`src/sv/nplf_pkg.sv`:
```
// Package: shared types, constants and fixed-point helpers for the panel lift/drag block.
`default_nettype none
package nplf_pkg;

  localparam int unsigned QUEUE_DEPTH_DEF = 2;

  localparam int unsigned CFG_IDX_W  = 3;
  localparam int unsigned CFG_DATA_W = 32;

  // Register indexes
  localparam logic [CFG_IDX_W-1:0] CFG_COS      = 3'd0;
  localparam logic [CFG_IDX_W-1:0] CFG_SIN      = 3'd1;
  localparam logic [CFG_IDX_W-1:0] CFG_SPEED    = 3'd2;
  localparam logic [CFG_IDX_W-1:0] CFG_DENSITY  = 3'd3;
  localparam logic [CFG_IDX_W-1:0] CFG_PRESSURE = 3'd4;

  localparam logic [17:0] COS_RESET = 18'h10000;

  localparam logic signed [63:0] S64_MAX = 64'sh7FFF_FFFF_FFFF_FFFF;
  localparam logic signed [63:0] S64_MIN = 64'sh8000_0000_0000_0000;

  // One panel after the front end
  typedef struct packed {
    logic signed [36:0] d;
    logic               windward;
    logic signed [17:0] nx;
    logic signed [17:0] ny;
    logic signed [17:0] nz;
    logic [31:0]        area;
    logic               last;
  } item_t;

  typedef struct packed {
    logic               start;
    logic signed [63:0] a;
    logic signed [63:0] b;
  } mul_req_t;

  typedef struct packed {
    logic                done;
    logic signed [127:0] p;
  } mul_rsp_t;

  typedef struct packed {
    logic               ovf;
    logic signed [63:0] val;
  } sat_t;

  typedef enum logic [1:0] {BE_IDLE, BE_ISSUE, BE_WAIT, BE_EMIT} be_state_t;

  typedef enum logic [3:0] {
    OP_CP, OP_V2, OP_Q, OP_P, OP_PA, OP_TX, OP_TY, OP_TZ,
    OP_L1, OP_L2, OP_D1, OP_D2
  } op_t;

  function automatic op_t next_op(input op_t op);
    op_t r;
    unique case (op)
      OP_CP:   r = OP_V2;
      OP_V2:   r = OP_Q;
      OP_Q:    r = OP_P;
      OP_P:    r = OP_PA;
      OP_PA:   r = OP_TX;
      OP_TX:   r = OP_TY;
      OP_TY:   r = OP_TZ;
      OP_TZ:   r = OP_L1;
      OP_L1:   r = OP_L2;
      OP_L2:   r = OP_D1;
      OP_D1:   r = OP_D2;
      OP_D2:   r = OP_CP;
      default: r = OP_CP;
    endcase
    return r;
  endfunction

  // Clamp to signed 64 bits
  function automatic sat_t sat64(input logic signed [127:0] v);
    sat_t r;
    if (v[127:63] != {65{v[63]}}) begin
      r.ovf = 1'b1;
      r.val = v[127] ? S64_MIN : S64_MAX;
    end else begin
      r.ovf = 1'b0;
      r.val = v[63:0];
    end
    return r;
  endfunction

  // Round half up, then arithmetic shift right; sh is a constant at each call
  function automatic logic signed [127:0] rnd128(input logic signed [127:0] v,
                                                 input int unsigned sh);
    logic signed [127:0] t;
    t = v + (128'sd1 <<< (sh - 1));
    return t >>> sh;
  endfunction

  function automatic sat_t sat_add64(input logic signed [63:0] a,
                                     input logic signed [63:0] b);
    logic signed [127:0] s;
    s = $signed({{64{a[63]}}, a}) + $signed({{64{b[63]}}, b});
    return sat64(s);
  endfunction

endpackage
`default_nettype wire

```
`src/sv/nplf_front.sv`:
```
// Front end: takes panels, forms the flow dot product and marks windward panels.
`default_nettype none
module nplf_front (
  input  wire               push,
  input  wire               q_full,
  input  wire signed [17:0] normal_x,
  input  wire signed [17:0] normal_y,
  input  wire signed [17:0] normal_z,
  input  wire        [31:0] panel_area,
  input  wire               last_panel,
  input  wire signed [17:0] cos_angle,
  input  wire signed [17:0] sin_angle,
  output logic              q_wr,
  output nplf_pkg::item_t   q_item
);
  import nplf_pkg::*;

  logic signed [35:0] pc, ps;
  logic signed [36:0] d;

  // d = cos*nx + sin*ny, exact
  assign pc = cos_angle * normal_x;
  assign ps = sin_angle * normal_y;
  assign d  = $signed({pc[35], pc}) + $signed({ps[35], ps});

  always_comb begin
    q_item.d        = d;
    q_item.windward = d[36];
    q_item.nx       = normal_x;
    q_item.ny       = normal_y;
    q_item.nz       = normal_z;
    q_item.area     = panel_area;
    q_item.last     = last_panel;
  end

  assign q_wr = push && !q_full;

endmodule
`default_nettype wire

```
`config.mk`:
```
export PLATFORM = sky130hd
export DESIGN_NAME = nplf_front
export DESIGN_NICKNAME = d
export VERILOG_FILES = /design/src/sv/nplf_pkg.sv /design/src/sv/nplf_front.sv
export SDC_FILE = /design/constraint.sdc
export NUM_CORES = 2
export LEC_CHECK = 0
export ABC_CLOCK_PERIOD_IN_PS = 9100
export BUFFER_PORTS_ARGS = -buffer_cell sky130_fd_sc_hd__buf_2
export CORE_AREA = 5 5 225 227
export DETAILED_ROUTE_END_ITERATION = 6
export DIE_AREA = 0 0 230 232
export PLACE_DENSITY = 0.81
export SLEW_MARGIN = 20
export SYNTH_ARGS = -nofsm -noshare
export SYNTH_HDL_FRONTEND = slang
export SYNTH_SLANG_ARGS = --single-unit
export TNS_END_PERCENT = 20
```
`constraint.sdc`:
```
create_clock -name vclk -period 9.1
set_input_delay 0.91 -clock vclk [all_inputs]
set_output_delay 0.91 -clock vclk [all_outputs]
set_load 0.01 [all_outputs]
```
==> out/results.ini <==
[run_status]
outcome=completed

[detailed_routing]
vias=17200
firstDrtPassIters=6
via_per_inst=5.19
detail-route-antenna-nets=0
wire_per_inst_um=17.6
drtIter0Drc=1071
finalWirelength_um=58500
drc=0

[sta]
finalHoldViolations=0
slew_viol_final=0
worst_slack_ns=0.192
worstMarginPinSlew_ns=0.483
relSlewSlack=0.676
max_freq_ghz=0.112
holdWs_ns=1.82
finalSetupViolCount=0
fin_crit_sh=0.979
fin_crit_ns=8.91

[placement]
dp.cells=3315
place_ws_ns=0.0552
portBuffers=149
hpwl_um=52500
finalWeightedCongestion=0.950

[hold_path]
hold_path_class=input pin to primary output

[die]
core_area_sq_um=48400
dieWidth_um=230
start_util=0.513
num_rows=81
fp.dieH_um=232
die-area_sq_um=53400
ios=251

[synth]
syn_area_sq_um=24900
syn_nets=3661
synth_cells=2657
yosysSeqAreaShare=0
yosysUniqueCellTypes=46
avgSynthCellArea_sq_um=9.36
ys_warn_count=0

[setup_path]
arrival_ns=8.00
crit_path_start=sin_angle[14]
cp-endpoint=q_item[115]
cp_common_cell=fa_1
start_kind=input pin
worst-path-max-fanout=16
critical_path_required_ns=8.19
crit_slowest_cell=fa_1
setup.worst_path.end_class=primary output
criticalPathCategory=input pin to primary output
slowest_delay_ns=0.59

[cells_and_area]
clock_buffers=0
fillers=4248
seq_cells=0
syn_to_final_growth_pct=4.90
seq_area_sq_um=0
num-nets-final=3700
stdcell_count=3318
final_core_util=0.539
layout-drive-gt1-share=0.0943

[global_routing]
grt_pass1_wl_um=97400
grt_max_degree=21
antenna_found_initial=2
grt_pass1_vias=19700
grtUsageTotal=0.228
grt_overflow=0

[job]
cap_violations=0

[clock_network]
holdBufCountCts=0

final cells by class:
type               count  area [sq um]  area share
multi-input cells   1715         21100       0.811
inverters            765          2870       0.110
repair buffers       214          1290      0.0493
well taps            622           778      0.0298
diodes                 2          5.00    0.000192
stage by stage:
step / area (sq um) / setup TNS [ns]
final: 26100 / 0
after global routing: 26100 / -0.0352
after CTS: 25900 / 0
after detailed placement: 25900 / 0
after global placement: 25900 / 0
after floorplan: 24900 / 0
cells by family after synthesis:
kind of cell	synth area share
adders and majority gates	0.662
buffers and inverters	0.155
muxes	0.000906
xor gates and xnor gates	0.0187
and+or+nand+nor	0.139
AOI/OAI and AO/OA	0.0236
timing repair:
action / CTS / global route
endpoints found under the setup margin: 0 / 11
buffers inserted: 0 / 1
endpoints found under the hold margin: 0 / 0
gates resized for setup: 0 / 51
layout by cell type, fill, tap and decap left out, types with 5 or more instances in the layout:
| master | count |
|---|---|
| inv_1 | 765 |
| fa_1 | 722 |
| nand2_1 | 341 |
| and2_1 | 282 |
| ha_1 | 144 |
| buf_2 | 136 |
| buf_4 | 62 |
| xnor2_1 | 41 |
| a21oi_1 | 23 |
| nor2b_1 | 22 |
| nand2b_1 | 18 |
| a21o_1 | 13 |
| clkbuf_4 | 13 |
| xor2_1 | 12 |
| o21ai_0 | 11 |
| nor2_1 | 8 |
| a21oi_2 | 7 |
| o21bai_1 | 6 |
| fa_2 | 6 |
| ha_4 | 5 |
worst min-delay path by stage:
stage	from	to	slack [ns]	cells after the start
after floorplan	q_full	q_wr	1.87	1
after global placement	panel_area[19]	q_item[20]	1.82	0
after detailed placement	panel_area[19]	q_item[20]	1.82	0
after CTS	panel_area[19]	q_item[20]	1.82	0
after global routing	panel_area[31]	q_item[32]	1.82	0
final	panel_area[31]	q_item[32]	1.82	0
metal layers:
layer | global-route usage | share of wire | vias to the layer above
met5 | 0 | 0 | -
met4 | 0.0889 | 0.048 | 0
met3 | 0.0227 | 0.055 | 157
met2 | 0.429 | 0.55 | 644
met1 | 0.271 | 0.35 | 9015
li1 | - | - | 7421
cells in the mapped netlist (all sizes together) (4+ instances only):
cell | instances | area [sq um]
a211oi | 6 | 55.1
a21o | 14 | 106
a21oi | 30 | 150
and2 | 284 | 1780
buf | 88 | 661
clkbuf | 89 | 334
fa | 728 | 14600
ha | 151 | 1890
inv | 765 | 2870
nand2 | 341 | 1280
nand2b | 18 | 113
nand4 | 4 | 25.0
nor2 | 11 | 41.3
nor2b | 22 | 138
o21ai | 15 | 78.8
o21bai | 6 | 45.0
xnor2 | 41 | 359
xor2 | 12 | 105
worst max-delay path, delay by kind of cell:
| family | cells | cell delay, ns |
|---|---|---|
| fa+ha+maj | 9 | 4.35 |
| buf+inv | 7 | 0.99 |
| compound gates | 5 | 0.92 |
| simple gates | 3 | 0.60 |
| xor+xnor | 1 | 0.23 |
Power is left out: the tool's default activity adds up to more than one toggle a clock period on the data nets, which glitch-free logic cannot reach.
