[src/sv/nplf_pkg.sv]
// Package: shared types, constants and fixed-point helpers for the panel lift/drag block.
`default_nettype none
package nplf_pkg;

  localparam int unsigned QUEUE_DEPTH_DEF = 2;

  localparam int unsigned CFG_IDX_W  = 3;
  localparam int unsigned CFG_DATA_W = 32;

  // Register indexes
  localparam logic [CFG_IDX_W-1:0] CFG_COS      = 3'd0;
  localparam logic [CFG_IDX_W-1:0] CFG_SIN      = 3'd1;
  localparam logic [CFG_IDX_W-1:0] CFG_SPEED    = 3'd2;
  localparam logic [CFG_IDX_W-1:0] CFG_DENSITY  = 3'd3;
  localparam logic [CFG_IDX_W-1:0] CFG_PRESSURE = 3'd4;

  localparam logic [17:0] COS_RESET = 18'h10000;

  localparam logic signed [63:0] S64_MAX = 64'sh7FFF_FFFF_FFFF_FFFF;
  localparam logic signed [63:0] S64_MIN = 64'sh8000_0000_0000_0000;

  // One panel after the front end
  typedef struct packed {
    logic signed [36:0] d;
    logic               windward;
    logic signed [17:0] nx;
    logic signed [17:0] ny;
    logic signed [17:0] nz;
    logic [31:0]        area;
    logic               last;
  } item_t;

  typedef struct packed {
    logic               start;
    logic signed [63:0] a;
    logic signed [63:0] b;
  } mul_req_t;

  typedef struct packed {
    logic                done;
    logic signed [127:0] p;
  } mul_rsp_t;

  typedef struct packed {
    logic               ovf;
    logic signed [63:0] val;
  } sat_t;

  typedef enum logic [1:0] {BE_IDLE, BE_ISSUE, BE_WAIT, BE_EMIT} be_state_t;

  typedef enum logic [3:0] {
    OP_CP, OP_V2, OP_Q, OP_P, OP_PA, OP_TX, OP_TY, OP_TZ,
    OP_L1, OP_L2, OP_D1, OP_D2
  } op_t;

  function automatic op_t next_op(input op_t op);
    op_t r;
    unique case (op)
      OP_CP:   r = OP_V2;
      OP_V2:   r = OP_Q;
      OP_Q:    r = OP_P;
      OP_P:    r = OP_PA;
      OP_PA:   r = OP_TX;
      OP_TX:   r = OP_TY;
      OP_TY:   r = OP_TZ;
      OP_TZ:   r = OP_L1;
      OP_L1:   r = OP_L2;
      OP_L2:   r = OP_D1;
      OP_D1:   r = OP_D2;
      OP_D2:   r = OP_CP;
      default: r = OP_CP;
    endcase
    return r;
  endfunction

  // Clamp to signed 64 bits
  function automatic sat_t sat64(input logic signed [127:0] v);
    sat_t r;
    if (v[127:63] != {65{v[63]}}) begin
      r.ovf = 1'b1;
      r.val = v[127] ? S64_MIN : S64_MAX;
    end else begin
      r.ovf = 1'b0;
      r.val = v[63:0];
    end
    return r;
  endfunction

  // Round half up, then arithmetic shift right; sh is a constant at each call
  function automatic logic signed [127:0] rnd128(input logic signed [127:0] v,
                                                 input int unsigned sh);
    logic signed [127:0] t;
    t = v + (128'sd1 <<< (sh - 1));
    return t >>> sh;
  endfunction

  function automatic sat_t sat_add64(input logic signed [63:0] a,
                                     input logic signed [63:0] b);
    logic signed [127:0] s;
    s = $signed({{64{a[63]}}, a}) + $signed({{64{b[63]}}, b});
    return sat64(s);
  endfunction

endpackage
`default_nettype wire

[src/sv/nplf_queue.sv]
// Short item queue between the front and back ends.
`default_nettype none
module nplf_queue #(
  parameter int unsigned DEPTH = nplf_pkg::QUEUE_DEPTH_DEF
) (
  input  wire                 clk,
  input  wire                 rst_n,
  input  wire                 wr,
  input  nplf_pkg::item_t     wr_item,
  output logic                full,
  input  wire                 rd,
  output nplf_pkg::item_t     rd_item,
  output logic                empty
);
  import nplf_pkg::*;

  localparam int unsigned PTR_W = (DEPTH > 1) ? $clog2(DEPTH) : 1;
  localparam int unsigned CNT_W = $clog2(DEPTH + 1);
  localparam logic [PTR_W-1:0] PTR_LAST = PTR_W'(DEPTH - 1);
  localparam logic [CNT_W-1:0] CNT_FULL = CNT_W'(DEPTH);

  item_t            mem_r [DEPTH];
  logic [PTR_W-1:0] wp_r, wp_nxt, rp_r, rp_nxt;
  logic [CNT_W-1:0] cnt_r, cnt_nxt;

  assign full    = (cnt_r == CNT_FULL);
  assign empty   = (cnt_r == '0);
  assign rd_item = mem_r[rp_r];

  // Pointer and count update
  always_comb begin
    wp_nxt  = wp_r;
    rp_nxt  = rp_r;
    cnt_nxt = cnt_r;
    if (wr) wp_nxt = (wp_r == PTR_LAST) ? '0 : wp_r + PTR_W'(1);
    if (rd) rp_nxt = (rp_r == PTR_LAST) ? '0 : rp_r + PTR_W'(1);
    if (wr && !rd)      cnt_nxt = cnt_r + CNT_W'(1);
    else if (rd && !wr) cnt_nxt = cnt_r - CNT_W'(1);
  end

  always_ff @(posedge clk) begin
    if (!rst_n) begin
      wp_r  <= '0;
      rp_r  <= '0;
      cnt_r <= '0;
    end else begin
      wp_r  <= wp_nxt;
      rp_r  <= rp_nxt;
      cnt_r <= cnt_nxt;
    end
    if (wr) mem_r[wp_r] <= wr_item;
  end

  a_no_overrun: assert property (@(posedge clk) disable iff (!rst_n)
    !(full && wr) && !(empty && rd))
    else $error("queue overrun or underrun");

endmodule
`default_nettype wire

[config.mk]
export PLATFORM = sky130hd
export DESIGN_NAME = nplf_queue
export DESIGN_NICKNAME = d
export VERILOG_FILES = /design/src/sv/nplf_pkg.sv /design/src/sv/nplf_queue.sv
export SDC_FILE = /design/constraint.sdc
export NUM_CORES = 1
export LEC_CHECK = 0
export ABC_AREA = 1
export BUFFER_PORTS_ARGS = -buffer_cell sky130_fd_sc_hd__buf_4
export CAP_MARGIN = 20
export CORE_AREA = 2 2 141 143
export DETAILED_ROUTE_END_ITERATION = 12
export DIE_AREA = 0 0 143 145
export PLACE_DENSITY = 0.76
export SLEW_MARGIN = 20
export SYNTH_ARGS = -nofsm -noshare
export SYNTH_HDL_FRONTEND = slang
export SYNTH_SLANG_ARGS = --single-unit
export TNS_END_PERCENT = 100
[constraint.sdc]
create_clock -name clk -period 16.7 [get_ports clk]
set_input_delay 5.01 -clock clk [delete_from_list [all_inputs] [get_ports clk]]
set_output_delay 5.01 -clock clk [all_outputs]
set_load 0.02 [all_outputs]
==> qor.csv <==
stage,metric,value,unit
run_status,status,completed,
timing,timing.final.crit_share,48.3,%
cts,cts_tree,done,
placed_design,hpwl,12000,um
timing,worst_pin_slew,1.08,ns
cts,insertion_delay,0.51,ns
cells_and_area,fillCellCount,1305,
placed_design,placed_area,11600,um2
synth,seq_area_frac_synth,80.6,%
grt,grt_pass1_vias,5263,
timing,max_freq,124,MHz
power,p_leak,4.80,nW
route,dr.pass1.iters,4,
cts,cts_setup_buffers,0,
floorplanning,start_util,49.2,%
power,swShare,22.0,%
timing,final.min_clock_period,8.07,ns
power,fin_total_pwr,0.00148,W
synth,yosys_warnings,0,
cells_and_area,syn2layout_area_growth,31.8,%
route,num_vias,4804,
critical_path,slowest_delay,0.94,ns
cells_and_area,regArea,7610,um2
route,viasPerCell,4.89,
critical_path,cp_top_family,buffers and inverters,
critical_path,critPathBufInv,2,
critical_path,cp_max_fo,68,
grt,antenna_found_initial,0,
power,combPwrFrac,11.9,%
synth,syn-num-nets,554,
hold_path,min-delay-path-class,flip-flop to flip-flop,
critical_path,cp_slowest_cell,dfxtp_4,
synth,syn_area_per_cell,22.3,um2
placed_design,post-place-cells,934,
cells_and_area,layoutNonFillerInstCount,982,
cts,cts_sinks,255,
power,power_frac_seq,50.9,%
synth,syn-cell-area,9440,um2
cts,root_buffer,clkbuf_16,
cts,numCtsBuffers,27,
synth,yosysUniqueCellTypes,14,
cells_and_area,nets,828,
floorplanning,io_pins,256,
timing,setup_viol,0,
grt,track_usage,16.9,%
cells_and_area,drive_gt1_share,59.3,%
critical_path,crit_chain,buf_4 > mux2_2 > buf_4,
power,cellPowerDensity,119,nW/um2
cts,htreeDepth,1,
floorplanning,die_w,143,um
critical_path,crit_type,flip-flop to output pin,
critical_path,crit_path_end_kind,output pin,
power,p_sw,0.000327,W
grt,grt_max_degree,70,
grt,grt-ovfl-total,0,
route,drc,0,
critical_path,required,11.69,ns
cells_and_area,final_area,12400,um2
critical_path,cp.arrival,3.06,ns
placed_design,port_buffers,255,
timing,slew-limit-headroom,28.1,%
cts,holdBufCountCts,0,
synth,ys_ff_latch,255,
cts,cts_resized,0,
critical_path,start_kind,flip-flop,
cells_and_area,final_common_cell,buf_4,
floorplanning,core,19200,um2
floorplanning,die-area,20700,um2
timing,maxSlewViolCount,0,
cts,clk_path_buf_depth,3,
power,p_int,0.00116,W
power,ir_drop,0.0695,mV
job,drv_cap,0,
floorplanning,fp.dieH,145,um
placed_design,gp_congestion,0.748,
route,postRouteAntennaNets,0,
critical_path,rrSetupSlack,14.32,ns
synth,syn-instance-count,424,
cells_and_area,diodes,0,
timing,setup_tns,0,ns
cells_and_area,final_cell_mix,"buf_4, edfxtp_1, mux2_2",
route,wl,18000,um
grt,grt_pass1_wl,27200,um
cells_and_area,multi_input_area,1700,um2
timing,rsz0062_at_grt,false,
route,drtIter0Drc,259,
critical_path,crit_path_frequent_cell,buf_4,
route,drt-wirelength-per-cell,18.4,um
cts,clk_pin_slew_worst_paths,0.06,ns
timing,finClkSkew,0.00666,ns
power,clkPwrFrac,37.3,%
floorplanning,num_rows,51,
timing,finalHoldViolCount,0,
## flip-flops by register name, summed over array words and instances (netlist names), named ones only
signal and flops:
cnt_r 2, rp_r 1, mem_r 250, wp_r 1
## worst reg2reg max path, delay by kind of cell (launching register included)
family,cells,cell delay [ns]
buf+inv,2,1.37
flops,1,0.39
simple gates,1,0.13
## cell families after synthesis
kind of cell,share of synthesized area (%)
compound gates,0.106
fa+ha+maj,0.132
buf+inv,1.52
flops,80.6
mux,16.9
simple gates,0.795
## synthesized netlist by cell type
cell type    n  area (um2)
nand3_1      1        5.00
a21oi_1      1        5.00
nor2_1       9        33.8
buf_2        7        35.0
inv_1        8        30.0
edfxtp_1   250        7510
dfxtp_1      5         100
mux2_4      50         751
buf_6        7        78.8
mux2_2      75         845
o21ai_0      1        5.00
nand2_1      8        30.0
nand4_1      1        6.26
ha_1         1        12.5
## metal layers
metal	GRT usage, %	routed length, um
met1	19.3	6640
met2	28.9	9040
met3	6.27	1810
met4	6.44	556
met5	0	0
## power groups by stage
stage                     combinational, W  sequential, W  clock (W)
after floorplan                   0.000102       0.000765          0
after global placement            0.000174       0.000766          0
after detailed placement          0.000178       0.000769          0
after CTS                         0.000179       0.000756   0.000565
after global routing              0.000187       0.000758   0.000591
final                             0.000176       0.000755   0.000553
## through the flow
step                      hold WS (ns)  worst slack [ns]  utilization (%)
after floorplan                  0.463              5.81                -
after detailed placement         0.486              9.13             60.5
final                            0.495              8.63             64.8
after CTS                        0.500              8.57             64.8
after global routing             0.546              8.45             64.8
after global placement           0.475              9.16             60.5
## final cells by class
class / count / area share [%]
well taps: 265 / 2.66
inverters: 8 / 0.261
flip-flops and latches: 255 / 61.2
clock inverters: 15 / 1.03
clock buffers: 33 / 5.61
repair buffers: 259 / 15.6
multi-input cells: 147 / 13.7
## final timing paths
check            start      endpoint  cells after the start
max reg2reg       wp_r  mem_r[1][11]                      3
min reg2reg       rp_r     flip-flop                      2
max          flip-flop  rd_item[104]                      3
min               rp_r     flip-flop                      2
(Power assumes the default switching activity.)
