[src/sv/nplf_pkg.sv]
// Package: shared types, constants and fixed-point helpers for the panel lift/drag block.
`default_nettype none
package nplf_pkg;

  localparam int unsigned QUEUE_DEPTH_DEF = 2;

  localparam int unsigned CFG_IDX_W  = 3;
  localparam int unsigned CFG_DATA_W = 32;

  // Register indexes
  localparam logic [CFG_IDX_W-1:0] CFG_COS      = 3'd0;
  localparam logic [CFG_IDX_W-1:0] CFG_SIN      = 3'd1;
  localparam logic [CFG_IDX_W-1:0] CFG_SPEED    = 3'd2;
  localparam logic [CFG_IDX_W-1:0] CFG_DENSITY  = 3'd3;
  localparam logic [CFG_IDX_W-1:0] CFG_PRESSURE = 3'd4;

  localparam logic [17:0] COS_RESET = 18'h10000;

  localparam logic signed [63:0] S64_MAX = 64'sh7FFF_FFFF_FFFF_FFFF;
  localparam logic signed [63:0] S64_MIN = 64'sh8000_0000_0000_0000;

  // One panel after the front end
  typedef struct packed {
    logic signed [36:0] d;
    logic               windward;
    logic signed [17:0] nx;
    logic signed [17:0] ny;
    logic signed [17:0] nz;
    logic [31:0]        area;
    logic               last;
  } item_t;

  typedef struct packed {
    logic               start;
    logic signed [63:0] a;
    logic signed [63:0] b;
  } mul_req_t;

  typedef struct packed {
    logic                done;
    logic signed [127:0] p;
  } mul_rsp_t;

  typedef struct packed {
    logic               ovf;
    logic signed [63:0] val;
  } sat_t;

  typedef enum logic [1:0] {BE_IDLE, BE_ISSUE, BE_WAIT, BE_EMIT} be_state_t;

  typedef enum logic [3:0] {
    OP_CP, OP_V2, OP_Q, OP_P, OP_PA, OP_TX, OP_TY, OP_TZ,
    OP_L1, OP_L2, OP_D1, OP_D2
  } op_t;

  function automatic op_t next_op(input op_t op);
    op_t r;
    unique case (op)
      OP_CP:   r = OP_V2;
      OP_V2:   r = OP_Q;
      OP_Q:    r = OP_P;
      OP_P:    r = OP_PA;
      OP_PA:   r = OP_TX;
      OP_TX:   r = OP_TY;
      OP_TY:   r = OP_TZ;
      OP_TZ:   r = OP_L1;
      OP_L1:   r = OP_L2;
      OP_L2:   r = OP_D1;
      OP_D1:   r = OP_D2;
      OP_D2:   r = OP_CP;
      default: r = OP_CP;
    endcase
    return r;
  endfunction

  // Clamp to signed 64 bits
  function automatic sat_t sat64(input logic signed [127:0] v);
    sat_t r;
    if (v[127:63] != {65{v[63]}}) begin
      r.ovf = 1'b1;
      r.val = v[127] ? S64_MIN : S64_MAX;
    end else begin
      r.ovf = 1'b0;
      r.val = v[63:0];
    end
    return r;
  endfunction

  // Round half up, then arithmetic shift right; sh is a constant at each call
  function automatic logic signed [127:0] rnd128(input logic signed [127:0] v,
                                                 input int unsigned sh);
    logic signed [127:0] t;
    t = v + (128'sd1 <<< (sh - 1));
    return t >>> sh;
  endfunction

  function automatic sat_t sat_add64(input logic signed [63:0] a,
                                     input logic signed [63:0] b);
    logic signed [127:0] s;
    s = $signed({{64{a[63]}}, a}) + $signed({{64{b[63]}}, b});
    return sat64(s);
  endfunction

endpackage
`default_nettype wire

[src/sv/nplf_mul.sv]
// Shared multiplier: signed 64 x 64 -> 128, one 16-bit digit of b per cycle.
`default_nettype none
module nplf_mul (
  input  wire                  clk,
  input  wire                  rst_n,
  input  nplf_pkg::mul_req_t   req,
  output nplf_pkg::mul_rsp_t   rsp
);
  import nplf_pkg::*;

  logic         busy_r, busy_nxt;
  logic         fin_r, fin_nxt;
  logic         done_r, done_nxt;
  logic [1:0]   cnt_r, cnt_nxt;
  logic [63:0]  mag_a_r, mag_a_nxt;
  logic [63:0]  mag_b_r, mag_b_nxt;
  logic         neg_r, neg_nxt;
  logic [127:0] acc_r, acc_nxt;
  logic signed [127:0] p_r, p_nxt;
  logic [79:0]  part;

  assign part = mag_a_r * mag_b_r[63:48];

  // Horner accumulation, most significant digit first
  always_comb begin
    busy_nxt  = busy_r;
    fin_nxt   = 1'b0;
    done_nxt  = fin_r;
    cnt_nxt   = cnt_r;
    mag_a_nxt = mag_a_r;
    mag_b_nxt = mag_b_r;
    neg_nxt   = neg_r;
    acc_nxt   = acc_r;
    p_nxt     = p_r;
    if (req.start) begin
      busy_nxt  = 1'b1;
      cnt_nxt   = 2'd0;
      mag_a_nxt = req.a[63] ? 64'(-req.a) : 64'(req.a);
      mag_b_nxt = req.b[63] ? 64'(-req.b) : 64'(req.b);
      neg_nxt   = req.a[63] ^ req.b[63];
      acc_nxt   = '0;
    end else if (busy_r) begin
      acc_nxt   = (acc_r << 16) + {48'b0, part};
      mag_b_nxt = mag_b_r << 16;
      cnt_nxt   = cnt_r + 2'd1;
      if (cnt_r == 2'd3) begin
        busy_nxt = 1'b0;
        fin_nxt  = 1'b1;
      end
    end
    if (fin_r) begin
      p_nxt = neg_r ? -$signed(acc_r) : $signed(acc_r);
    end
  end

  always_ff @(posedge clk) begin
    if (!rst_n) begin
      busy_r <= 1'b0;
      fin_r  <= 1'b0;
      done_r <= 1'b0;
      cnt_r  <= 2'd0;
    end else begin
      busy_r <= busy_nxt;
      fin_r  <= fin_nxt;
      done_r <= done_nxt;
      cnt_r  <= cnt_nxt;
    end
    mag_a_r <= mag_a_nxt;
    mag_b_r <= mag_b_nxt;
    neg_r   <= neg_nxt;
    acc_r   <= acc_nxt;
    p_r     <= p_nxt;
  end

  assign rsp.done = done_r;
  assign rsp.p    = p_r;

  a_start_idle: assert property (@(posedge clk) disable iff (!rst_n)
    req.start |-> (!busy_r && !fin_r))
    else $error("multiply started while busy");

endmodule
`default_nettype wire

[config.mk]
export PLATFORM = sky130hd
export DESIGN_NAME = nplf_mul
export DESIGN_NICKNAME = d
export VERILOG_FILES = /design/src/sv/nplf_pkg.sv /design/src/sv/nplf_mul.sv
export SDC_FILE = /design/constraint.sdc
export NUM_CORES = 2
export LEC_CHECK = 0
export ABC_AREA = 1
export BUFFER_PORTS_ARGS = -buffer_cell sky130_fd_sc_hd__buf_4
export CORE_ASPECT_RATIO = 0.8
export CORE_MARGIN = 2
export CORE_UTILIZATION = 35
export DETAILED_ROUTE_END_ITERATION = 6
export PLACE_DENSITY = 0.48
export SYNTH_ARGS = -nofsm -noshare
export SYNTH_HDL_FRONTEND = slang
export SYNTH_SLANG_ARGS = --single-unit
[constraint.sdc]
create_clock -name clk -period 8.3 [get_ports clk]
set_clock_uncertainty 0.15 [all_clocks]
set_input_delay 1.245 -clock clk [delete_from_list [all_inputs] [get_ports clk]]
set_output_delay 1.245 -clock clk [all_outputs]
set_load 0.1 [all_outputs]
==> metrics.csv <==
stage,metric,value,unit
critical_path,crit_required,8710,ps
sta,drv_slew,0,
detailed_routing,antenna_left,0,
clocking,root_buffer,clkbuf_16,
yosys,synth_seq_area_share,16.76,%
detailed_routing,dr.first_iter.drc_count,5237,
final_layout,nFillCells,18900,
floorplan,initial_core_util,35.13,%
worst_hold_path,hold_class,flop to flop,
critical_path,path_max_fanout,44,
critical_path,cpPeakStageDelay,730,ps
place,io_buffers,259,
run,drv_cap,0,
floorplan,die_w,474.3,µm
yosys,synth-edff-count,257,
clocking,tritoncts,done,
clocking,post_cts_resized,0,
clocking,clockBufferDepth,3,
sta,relSlewSlack,25.52,%
yosys,synth_top_area_share,30.06,%
yosys,synth_cells,8751,
floorplan,die_h,380.3,µm
place,dp_hpwl,220.2,mm
sta,worst_pin_slew,1117,ps
yosys,synth_nets,9984,
yosys,synth-seq-cells,390,
outcome,status,"complete, no violations",
clocking,path_clk_slew,60,ps
detailed_routing,drc,0,
clocking,cts.sinks,390,
clocking,holdBufCountCts,0,
floorplan,core_area,176300,µm²
yosys,synth_largest_area_cell,fa_1,
global_route,grt_max_degree,75,
detailed_routing,vias_per_cell,4.914,
global_route,track_usage,29.38,%
final_layout,layout_common_cells,"2537 x nand2_1, 2325 x inv_1, 930 x fa_1",
global_route,grt_pass1_vias,56380,
detailed_routing,vias,55210,
sta,setup_tns,0,ps
final_layout,fin_nets,10040,
critical_path,slowest_stage,edfxtp_1,
yosys,synth_warnings,0,
sta,hold_viol,0,
critical_path,start_kind,flop,
sta,grt_setup_unrepaired,no,
global_route,grt_remaining_overflow,0,
global_route,grt_pass1_wl,388.1,mm
place,routabilityCongestion,1.035,
clocking,clkLatencyLatePin,690,ps
sta,fin_crit,7802,ps
clocking,cts_buffers,51,
detailed_routing,wire_per_inst,23.28,µm
yosys,synthArstFlopShare,0,%
detailed_routing,dr.pass1.iters,6,
yosys,synth.avg_cell_area,7.078,µm²
critical_path,worst_ep_arrival_time,8220,ps
critical_path,crit_type,flop to flop,
final_layout,final_common_cell,nand2_1,
final_layout,areaGrowthSynthToFinish,10.09,%
clocking,cts.htree.levels,2,
detailed_routing,routed_wl,261.5,mm
sta,max_freq,128.2,MHz
clocking,cts_setup_buffers,0,
floorplan,num_rows,138,
worst_hold_path,hold_path_depth,2,
floorplan,num_io_pins,260,
yosys,synth_ff_type,edfxtp_1,
critical_path,reg2reg_depth,28,
critical_path,cp_common_cell,inv_1,
global_route,grt_antenna_before_repair,8,
floorplan,die_area,180400,µm²
yosys,yosysUniqueCellTypes,55,
final_layout,layout-drive-gt1-share,6.133,%
critical_path,endpoint_kind,flop,
sta,setup_viol,0,
yosys,synth_area_leaders,"fa_1 30%, nand2_1 15%, inv_1 14%, edfxtp_1 12%, dfxtp_1 4.3%",
yosys,syn_area,61940,µm²
sta,fin_crit_sh,94.00,%
## path summary, 6_finish.rpt
kind | startpoint | endpoint | slack (ps)
setup / recovery | mag_b_r[52]$_DFFE_PP_ | acc_r[111]$_SDFFE_PP0P_ | 500
hold / removal | cnt_r[1]$_SDFFE_PP0P_ | cnt_r[1]$_SDFFE_PP0P_ | 320
setup reg to reg | mag_b_r[52]$_DFFE_PP_ | acc_r[111]$_SDFFE_PP0P_ | 500
hold reg to reg | cnt_r[1]$_SDFFE_PP0P_ | cnt_r[1]$_SDFFE_PP0P_ | 320
## synth_stat cells (11+ instances only)
| cell | n |
|---|---|
| buf_2 | 13 |
| nor2_1 | 648 |
| edfxtp_1 | 257 |
| nand2_1 | 2537 |
| o21ai_1 | 22 |
| buf_1 | 62 |
| clkbuf_1 | 260 |
| nand2_2 | 17 |
| a21oi_1 | 210 |
| dfxtp_1 | 133 |
| nor4_1 | 18 |
| o21ai_0 | 188 |
| xnor2_1 | 29 |
| nor2_2 | 22 |
| fa_1 | 930 |
| inv_1 | 2327 |
| ha_1 | 172 |
| nand3_1 | 296 |
| nand4_1 | 121 |
| o21bai_1 | 14 |
| xor2_1 | 238 |
| nor3_2 | 11 |
| nor3_1 | 90 |
| a31oi_1 | 25 |
## sequential cells by signal, indices dropped and copies added (netlist names), 2 cells and up
register,cells
acc_r,128
cnt_r,2
mag_a_r,64
p_r,128
mag_b_r,64
## layer usage
metal	vias up	share of wire, %	track usage (%)
met5	-	0.016	0
met4	6	1.7	4.863
met3	197	7.7	4.756
met2	1952	43	44.84
met1	27480	47	44.04
li1	25580	-	-
## cells by family (layout without fill, tap and decap cells)
logic type / Yosys count / after routing / synth area share [%]
buf+inv: 2675 / 2778 / 16.24
xor+xnor: 267 / 267 / 3.775
fa+ha+maj: 1102 / 1102 / 33.53
other cells: 0 / 1 / 0
flops: 390 / 390 / 16.76
compound gates: 497 / 497 / 4.331
simple gates: 3820 / 3820 / 25.36
## worst max-delay path, delay by kind of cell (launching register included)
family	cells	cell delay, ps
flops	1	730
fa+ha+maj	7	3390
buf+inv	10	1270
simple gates	11	2100
## stage by stage
| stage | area, µm² | setup slack, ps | hold slack, ps | util [%] | instances |
|---|---|---|---|---|---|
| 5_1_grt | 68190 | 112.9 | 361.1 | 38.68 | 11230 |
| 2_1_floorplan | 61940 | 2368 | 292.2 | - | 8751 |
| 3_3_place_gp | 66400 | 616.9 | 302.3 | 37.67 | 11140 |
| 3_5_place_dp | 66400 | 665.6 | 319.0 | 37.67 | 11140 |
| 4_1_cts | 68190 | 651.6 | 327.0 | 38.68 | 11230 |
| 6_report | 68190 | 497.8 | 318.6 | 38.68 | 11240 |
## layout make-up
class	count	area [µm²]	share of cell area [%]
inverter	2339	8783	12.88
clock buffer	63	1401	2.055
sequential	390	10390	15.23
tap	2380	2978	4.367
antenna	1	2.502	0.003670
timing repair buffer	343	2756	4.042
clock inverter	33	384.1	0.5633
multi-input combinational	5686	41500	60.86
Power is not shown: default switching activity piles up to over one toggle a cycle in this logic, so the estimate is an artifact.
