`src/sv/nplf_pkg.sv`:
```
// Package: shared types, constants and fixed-point helpers for the panel lift/drag block.
`default_nettype none
package nplf_pkg;

  localparam int unsigned QUEUE_DEPTH_DEF = 2;

  localparam int unsigned CFG_IDX_W  = 3;
  localparam int unsigned CFG_DATA_W = 32;

  // Register indexes
  localparam logic [CFG_IDX_W-1:0] CFG_COS      = 3'd0;
  localparam logic [CFG_IDX_W-1:0] CFG_SIN      = 3'd1;
  localparam logic [CFG_IDX_W-1:0] CFG_SPEED    = 3'd2;
  localparam logic [CFG_IDX_W-1:0] CFG_DENSITY  = 3'd3;
  localparam logic [CFG_IDX_W-1:0] CFG_PRESSURE = 3'd4;

  localparam logic [17:0] COS_RESET = 18'h10000;

  localparam logic signed [63:0] S64_MAX = 64'sh7FFF_FFFF_FFFF_FFFF;
  localparam logic signed [63:0] S64_MIN = 64'sh8000_0000_0000_0000;

  // One panel after the front end
  typedef struct packed {
    logic signed [36:0] d;
    logic               windward;
    logic signed [17:0] nx;
    logic signed [17:0] ny;
    logic signed [17:0] nz;
    logic [31:0]        area;
    logic               last;
  } item_t;

  typedef struct packed {
    logic               start;
    logic signed [63:0] a;
    logic signed [63:0] b;
  } mul_req_t;

  typedef struct packed {
    logic                done;
    logic signed [127:0] p;
  } mul_rsp_t;

  typedef struct packed {
    logic               ovf;
    logic signed [63:0] val;
  } sat_t;

  typedef enum logic [1:0] {BE_IDLE, BE_ISSUE, BE_WAIT, BE_EMIT} be_state_t;

  typedef enum logic [3:0] {
    OP_CP, OP_V2, OP_Q, OP_P, OP_PA, OP_TX, OP_TY, OP_TZ,
    OP_L1, OP_L2, OP_D1, OP_D2
  } op_t;

  function automatic op_t next_op(input op_t op);
    op_t r;
    unique case (op)
      OP_CP:   r = OP_V2;
      OP_V2:   r = OP_Q;
      OP_Q:    r = OP_P;
      OP_P:    r = OP_PA;
      OP_PA:   r = OP_TX;
      OP_TX:   r = OP_TY;
      OP_TY:   r = OP_TZ;
      OP_TZ:   r = OP_L1;
      OP_L1:   r = OP_L2;
      OP_L2:   r = OP_D1;
      OP_D1:   r = OP_D2;
      OP_D2:   r = OP_CP;
      default: r = OP_CP;
    endcase
    return r;
  endfunction

  // Clamp to signed 64 bits
  function automatic sat_t sat64(input logic signed [127:0] v);
    sat_t r;
    if (v[127:63] != {65{v[63]}}) begin
      r.ovf = 1'b1;
      r.val = v[127] ? S64_MIN : S64_MAX;
    end else begin
      r.ovf = 1'b0;
      r.val = v[63:0];
    end
    return r;
  endfunction

  // Round half up, then arithmetic shift right; sh is a constant at each call
  function automatic logic signed [127:0] rnd128(input logic signed [127:0] v,
                                                 input int unsigned sh);
    logic signed [127:0] t;
    t = v + (128'sd1 <<< (sh - 1));
    return t >>> sh;
  endfunction

  function automatic sat_t sat_add64(input logic signed [63:0] a,
                                     input logic signed [63:0] b);
    logic signed [127:0] s;
    s = $signed({{64{a[63]}}, a}) + $signed({{64{b[63]}}, b});
    return sat64(s);
  endfunction

endpackage
`default_nettype wire

```
`src/sv/nplf_back.sv`:
```
// Back end: sequences the per-panel multiplies, accumulates forces, emits lift/drag.
`default_nettype none
module nplf_back (
  input  wire                 clk,
  input  wire                 rst_n,
  input  wire                 q_empty,
  input  nplf_pkg::item_t     q_item,
  output logic                q_pop,
  input  wire signed [17:0]   cos_angle,
  input  wire signed [17:0]   sin_angle,
  input  wire        [31:0]   flow_speed,
  input  wire        [31:0]   air_density,
  input  wire        [31:0]   free_stream_pressure,
  output nplf_pkg::mul_req_t  mul_req,
  input  nplf_pkg::mul_rsp_t  mul_rsp,
  output logic                out_empty,
  input  wire                 out_pop,
  output logic signed [63:0]  out_lift,
  output logic signed [63:0]  out_drag,
  output logic                out_saturated
);
  import nplf_pkg::*;

  be_state_t state_r, state_nxt;
  op_t       op_r, op_nxt;
  item_t     item_r;

  logic signed [63:0] cp_r, cp_nxt, v2_r, v2_nxt, q_r, q_nxt, p_r, p_nxt, pa_r, pa_nxt;
  logic signed [63:0] sx_r, sx_nxt, sy_r, sy_nxt, sz_r, sz_nxt;
  logic signed [127:0] tmp_r, tmp_nxt;
  logic signed [63:0] lift_r, lift_nxt, drag_r, drag_nxt;
  logic               ovf_r, ovf_nxt;
  logic               ov_r, ov_nxt;
  logic signed [63:0] ol_r, ol_nxt, od_r, od_nxt;
  logic               os_r, os_nxt;

  logic post_en, emit, emit_go;
  logic signed [63:0] ca, sa;
  sat_t r16, r17, r47, rp0, padd, sadd, lsat, dsat;
  logic signed [63:0] sum_sel;

  assign ca = 64'(cos_angle);
  assign sa = 64'(sin_angle);
  assign emit_go = !ov_r || out_pop;

  // Next state
  always_comb begin
    state_nxt = state_r;
    unique case (state_r)
      BE_IDLE:  if (!q_empty) state_nxt = BE_ISSUE;
      BE_ISSUE: state_nxt = BE_WAIT;
      BE_WAIT:
        if (mul_rsp.done) begin
          if (op_r == OP_TZ && !item_r.last) state_nxt = BE_IDLE;
          else if (op_r == OP_D2)            state_nxt = BE_EMIT;
          else                               state_nxt = BE_ISSUE;
        end
      BE_EMIT:  if (emit_go) state_nxt = BE_IDLE;
      default:  state_nxt = BE_IDLE;
    endcase
  end

  // State outputs and multiplier operand select
  always_comb begin
    q_pop         = (state_r == BE_IDLE) && !q_empty;
    post_en       = (state_r == BE_WAIT) && mul_rsp.done;
    emit          = (state_r == BE_EMIT) && emit_go;
    mul_req.start = (state_r == BE_ISSUE);
    mul_req.a     = '0;
    mul_req.b     = '0;
    unique case (op_r)
      OP_CP: begin mul_req.a = 64'(item_r.d);     mul_req.b = 64'(item_r.d);     end
      OP_V2: begin mul_req.a = 64'(flow_speed);   mul_req.b = 64'(flow_speed);   end
      OP_Q:  begin mul_req.a = 64'(air_density);  mul_req.b = v2_r;              end
      OP_P:  begin mul_req.a = cp_r;              mul_req.b = q_r;               end
      OP_PA: begin mul_req.a = p_r;               mul_req.b = 64'(item_r.area);  end
      OP_TX: begin mul_req.a = pa_r;              mul_req.b = -64'(item_r.nx);   end
      OP_TY: begin mul_req.a = pa_r;              mul_req.b = -64'(item_r.ny);   end
      OP_TZ: begin mul_req.a = pa_r;              mul_req.b = -64'(item_r.nz);   end
      OP_L1: begin mul_req.a = sy_r;              mul_req.b = ca;                end
      OP_L2: begin mul_req.a = sx_r;              mul_req.b = sa;                end
      OP_D1: begin mul_req.a = sy_r;              mul_req.b = sa;                end
      OP_D2: begin mul_req.a = sx_r;              mul_req.b = ca;                end
      default: ;
    endcase
  end

  // Rounding and saturation of the finished product
  always_comb begin
    r16  = sat64(rnd128(mul_rsp.p, 16));
    r17  = sat64(rnd128(mul_rsp.p, 17));
    r47  = sat64(rnd128(mul_rsp.p, 47));
    rp0  = sat64(mul_rsp.p);
    padd = sat_add64(r16.val, 64'(free_stream_pressure));
    unique case (op_r)
      OP_TX:   sum_sel = sx_r;
      OP_TY:   sum_sel = sy_r;
      default: sum_sel = sz_r;
    endcase
    sadd = sat_add64(sum_sel, r16.val);
    lsat = sat64(rnd128(tmp_r - mul_rsp.p, 16));
    dsat = sat64(rnd128(tmp_r + mul_rsp.p, 16));
  end

  // Datapath update
  always_comb begin
    op_nxt = op_r; cp_nxt = cp_r; v2_nxt = v2_r; q_nxt = q_r; p_nxt = p_r;
    pa_nxt = pa_r; sx_nxt = sx_r; sy_nxt = sy_r; sz_nxt = sz_r; tmp_nxt = tmp_r;
    lift_nxt = lift_r; drag_nxt = drag_r; ovf_nxt = ovf_r;
    ov_nxt = ov_r; ol_nxt = ol_r; od_nxt = od_r; os_nxt = os_r;
    if (q_pop) begin
      op_nxt = q_item.windward ? OP_CP : OP_V2;
      cp_nxt = '0;
    end
    if (post_en) begin
      op_nxt = next_op(op_r);
      unique case (op_r)
        OP_CP: begin cp_nxt = r47.val; ovf_nxt = ovf_r | r47.ovf; end
        OP_V2: begin v2_nxt = r16.val; ovf_nxt = ovf_r | r16.ovf; end
        OP_Q:  begin q_nxt  = r17.val; ovf_nxt = ovf_r | r17.ovf; end
        OP_P:  begin p_nxt  = padd.val; ovf_nxt = ovf_r | r16.ovf | padd.ovf; end
        OP_PA: begin pa_nxt = rp0.val; ovf_nxt = ovf_r | rp0.ovf; end
        OP_TX: begin sx_nxt = sadd.val; ovf_nxt = ovf_r | r16.ovf | sadd.ovf; end
        OP_TY: begin sy_nxt = sadd.val; ovf_nxt = ovf_r | r16.ovf | sadd.ovf; end
        OP_TZ: begin sz_nxt = sadd.val; ovf_nxt = ovf_r | r16.ovf | sadd.ovf; end
        OP_L1: tmp_nxt = mul_rsp.p;
        OP_L2: begin lift_nxt = lsat.val; ovf_nxt = ovf_r | lsat.ovf; end
        OP_D1: tmp_nxt = mul_rsp.p;
        OP_D2: begin drag_nxt = dsat.val; ovf_nxt = ovf_r | dsat.ovf; end
        default: ;
      endcase
    end
    // Result slot
    if (out_pop && ov_r) ov_nxt = 1'b0;
    if (emit) begin
      ov_nxt  = 1'b1;
      ol_nxt  = lift_r;
      od_nxt  = drag_r;
      os_nxt  = ovf_r;
      sx_nxt  = '0;
      sy_nxt  = '0;
      sz_nxt  = '0;
      ovf_nxt = 1'b0;
    end
  end

  always_ff @(posedge clk) begin
    if (!rst_n) begin
      state_r <= BE_IDLE;
      op_r    <= OP_CP;
      sx_r    <= '0;
      sy_r    <= '0;
      sz_r    <= '0;
      ovf_r   <= 1'b0;
      ov_r    <= 1'b0;
    end else begin
      state_r <= state_nxt;
      op_r    <= op_nxt;
      sx_r    <= sx_nxt;
      sy_r    <= sy_nxt;
      sz_r    <= sz_nxt;
      ovf_r   <= ovf_nxt;
      ov_r    <= ov_nxt;
    end
    if (q_pop) item_r <= q_item;
    cp_r   <= cp_nxt;
    v2_r   <= v2_nxt;
    q_r    <= q_nxt;
    p_r    <= p_nxt;
    pa_r   <= pa_nxt;
    tmp_r  <= tmp_nxt;
    lift_r <= lift_nxt;
    drag_r <= drag_nxt;
    ol_r   <= ol_nxt;
    od_r   <= od_nxt;
    os_r   <= os_nxt;
  end

  assign out_empty     = !ov_r;
  assign out_lift      = ol_r;
  assign out_drag      = od_r;
  assign out_saturated = os_r;

  a_clear_after_emit: assert property (@(posedge clk) disable iff (!rst_n)
    emit |=> (sx_r == '0 && sy_r == '0 && sz_r == '0 && !ovf_r))
    else $error("sums not cleared after result");

  a_emit_on_last: assert property (@(posedge clk) disable iff (!rst_n)
    (state_r == BE_EMIT) |-> item_r.last)
    else $error("result for a panel not marked last");

endmodule
`default_nettype wire
```
`config.mk`:
```
export PLATFORM = sky130hd
export DESIGN_NAME = nplf_back
export DESIGN_NICKNAME = d
export VERILOG_FILES = /design/src/sv/nplf_pkg.sv /design/src/sv/nplf_back.sv
export SDC_FILE = /design/constraint.sdc
export NUM_CORES = 2
export LEC_CHECK = 0
export BUFFER_PORTS_ARGS = -buffer_cell sky130_fd_sc_hd__clkbuf_2
export CAP_MARGIN = 20
export CORE_UTILIZATION = 50
export CTS_BUF_LIST = sky130_fd_sc_hd__clkbuf_8
export CTS_CLUSTER_DIAMETER = 120
export DETAILED_ROUTE_END_ITERATION = 6
export PLACE_DENSITY = 0.7
export SYNTH_ARGS = -nofsm -noshare
export SYNTH_HDL_FRONTEND = slang
export SYNTH_SLANG_ARGS = --single-unit
```
`constraint.sdc`:
```
create_clock -name clk -period 17.3 [get_ports clk]
set_input_delay 0.865 -clock clk [delete_from_list [all_inputs] [get_ports clk]]
set_output_delay 0.865 -clock clk [all_outputs]
set_load 0.05 [all_outputs]
```
==> out/qor.yml <==
holdCritStartpoint: "q_item[95]"
end_kind: "flop"
hold_path.class: "in2reg"
syn_to_final_growth_pct: 11.6
rsz0062_at_grt: "false"
syn_area_um2: 77200
power_density_nw_per_um2: 76.8
slew_headroom_pct: 18.2
r2r_end: "sx_r[29]$_SDFFE_PP0P_"
die_w_um: 395
hpwl_mm: 314
wl_per_cell_um: 35.2
layout_commonest_cell: "a21oi_1"
vdd_drop_max_uv: 96.6
finClkSkew_ns: 0.0474
antenna_found_initial: 34
violations: "design-rule violations"
h-tree-depth: 4
rr_startpoint: "op_r[0]$_SDFFE_PN0N_"
coreArea_um2: 153000
drc: 94
grt_util_all_layers_pct: 49.0
hold_slack_ns: 0.0662
first_pass_iters: 7
syn_inst: 8627
path_common_cell: "nand2_1"
synthFlopType: "edfxtp_1"
cts_tree: "yes"
startpoint_type: "input port"
start_util_pct: 50.6
yosys.cell_types.count: 106
drive_above_1_share_pct: 13.8
setup_viol: 0
drv_cap: 0
portBuffers: 649
fin_nets: 10200
design_area_um2: 86200
wl_mm: 398
max_freq_mhz: 74.5
hold_end: "item_r[95]$_DFFE_PP_"
syn-num-nets: 9674
cts_setup_buffers: 0
cp_slowest_cell: "xor2_1"
period_needed_ns: 13.43
ys_seq_elements: 1033
setup_tns_ns: 0
max_stage_delay_ns: 0.97
worstPathMaxFanout: 35
viasPerCell: 7.00
clkTransAtPathRegs_ns: 0.06
vias: 79200
dr.first_iter.drc_count: 13300
placed_cell_area_um2: 82300
rows: 143
fin_crit_sh_pct: 77.6
status: "finished, violations left"
synthArstFlopShare_pct: 0
grt_max_degree: 129
cp.required_ns: 18.08
io_pins: 650
drt.antenna.violating_nets: 0
cp.arrival_ns: 14.21
drv_slew: 0
cts_buffers: 181
cts_buffer_depth: 3
rr_worst_depth: 29
dieArea_um2: 156000
ys_seq_area_share_pct: 36.7
finalHoldViolCount: 0
worst_pin_slew_ns: 1.22
path_class: "in2reg"
cts_root_buffer: "clkbuf_8"
syn_avg_cell_area_um2: 8.95
reg2reg_slack_ns: 7.13
synth_edf_count: 765
gr-total-overflow: 0
dieHeight_um: 395
cts_hold_repair.buffers: 0
clock_sinks: 1033
final_cell_mix: "a21oi_1, edfxtp_1, nor2_1, ha_1, clkbuf_2"
gp_congestion: 1.10
fin_util_pct: 56.5
clock_latency_ns: 0.97
grt_pass1_wl_mm: 549
p_leak_nw: 33.3
synth_warnings: 0
whs_path_depth: 1
grt_pass1_vias: 74200
post_cts_resized: 0
==> synth_stat cells (87+ instances only) <==
| library cell | count | area [um^2] |
|---|---|---|
| a211oi_1 | 240 | 1800 |
| o21ai_1 | 93 | 465 |
| nand2_1 | 597 | 2240 |
| edfxtp_1 | 765 | 23000 |
| clkbuf_1 | 406 | 1520 |
| o21ai_0 | 329 | 1650 |
| a22oi_1 | 215 | 1610 |
| a222oi_1 | 98 | 981 |
| mux2i_1 | 102 | 1020 |
| nor3_1 | 215 | 1080 |
| o21a_1 | 87 | 653 |
| ha_1 | 655 | 8200 |
| a21oi_1 | 766 | 3830 |
| xnor2_1 | 499 | 4370 |
| nor2_1 | 752 | 2820 |
| inv_1 | 435 | 1630 |
| nor4_1 | 122 | 763 |
| xor2_1 | 150 | 1310 |
| dfxtp_1 | 268 | 5370 |
| nand3_1 | 249 | 1250 |
| nand4_1 | 282 | 1760 |
| a21o_1 | 201 | 1510 |
==> logic make-up (layout without fill, tap and decap cells) <==
kind of cell	Yosys count	after routing	synth area share, %
multiplexers	117	117	1.54
AO/OA/AOI/OAI	2550	2550	21.7
other	0	19	0
XOR/XNOR	650	650	7.38
adder cells (fa/ha/maj)	657	657	10.7
AND/OR/NAND/NOR	2671	2671	17.2
flip-flops	1033	1033	36.7
buffers and inverters	949	1588	4.82
==> worst max-delay path: cells and delay by family <==
kind	cells	cell delay, ns
AOI/OAI and AO/OA	15	4.97
and+or+nand+nor	13	6.11
buffers and inverters	2	0.51
adders and majority gates	2	0.58
xor gates and xnor gates	2	1.14
==> cell type report <==
| class | count | area, um^2 |
|---|---|---|
| repair buffers | 804 | 4450 |
| multi-input cells | 6645 | 45400 |
| clock inverters | 133 | 900 |
| diodes | 19 | 47.5 |
| flip-flops and latches | 1033 | 28300 |
| inverters | 446 | 1680 |
| well taps | 2030 | 2540 |
| clock buffers | 205 | 2820 |
| fillers | 13700 | 66400 |
==> state kept, by name (all words and copies together), names as in the netlist, 64 cells and up, named ones only <==
register / count
tmp_r: 128
sx_r: 64
p_r: 64
v2_r: 64
out_drag: 64
sz_r: 64
cp_r: 64
out_lift: 64
q_r: 64
lift_r: 64
pa_r: 64
item_r: 124
sy_r: 64
drag_r: 64
==> worst max path at each step <==
| stage | startpoint | end | cells after the start |
|---|---|---|---|
| floorplan | mul_rsp[128] | tmp_r[0]$_DFFE_PP_ | 2 |
| global placement | mul_rsp[51] | sx_r[29]$_SDFFE_PP0P_ | 34 |
| global route | mul_rsp[51] | sx_r[29]$_SDFFE_PP0P_ | 34 |
| detailed placement | mul_rsp[51] | sx_r[29]$_SDFFE_PP0P_ | 35 |
| finish | mul_rsp[53] | sx_r[29]$_SDFFE_PP0P_ | 34 |
| CTS | mul_rsp[51] | sx_r[29]$_SDFFE_PP0P_ | 35 |
==> per-stage QoR <==
stage,power (mW),worst slack (ns),std cells
floorplan,3.67,6.77,8627
finish,6.62,3.87,11300
detailed placement,4.21,3.74,11000
global route,6.76,3.50,11300
CTS,6.54,4.64,11300
global placement,4.20,4.00,10900
==> metal layers <==
layer | vias to the layer above | routed length [um] | share of wire [%] | GRT usage [%]
li1 | 33400 | - | - | -
met2 | 6445 | 164000 | 41 | 71.2
met5 | - | 211 | 0.053 | 0
met1 | 37800 | 143000 | 36 | 60.0
met3 | 1609 | 54100 | 14 | 17.1
met4 | 34 | 36200 | 9.1 | 35.5
==> power breakdown <==
group | total [mW] | switching, mW | internal (mW) | leakage [nW]
combinational | 1.49 | 1.07 | 0.417 | 22.1
clock | 2.38 | 1.18 | 1.20 | 2.09
sequential | 2.74 | 0.0341 | 2.71 | 9.11
total | 6.62 | 2.29 | 4.32 | 33.3
(Power assumes the default switching activity.)
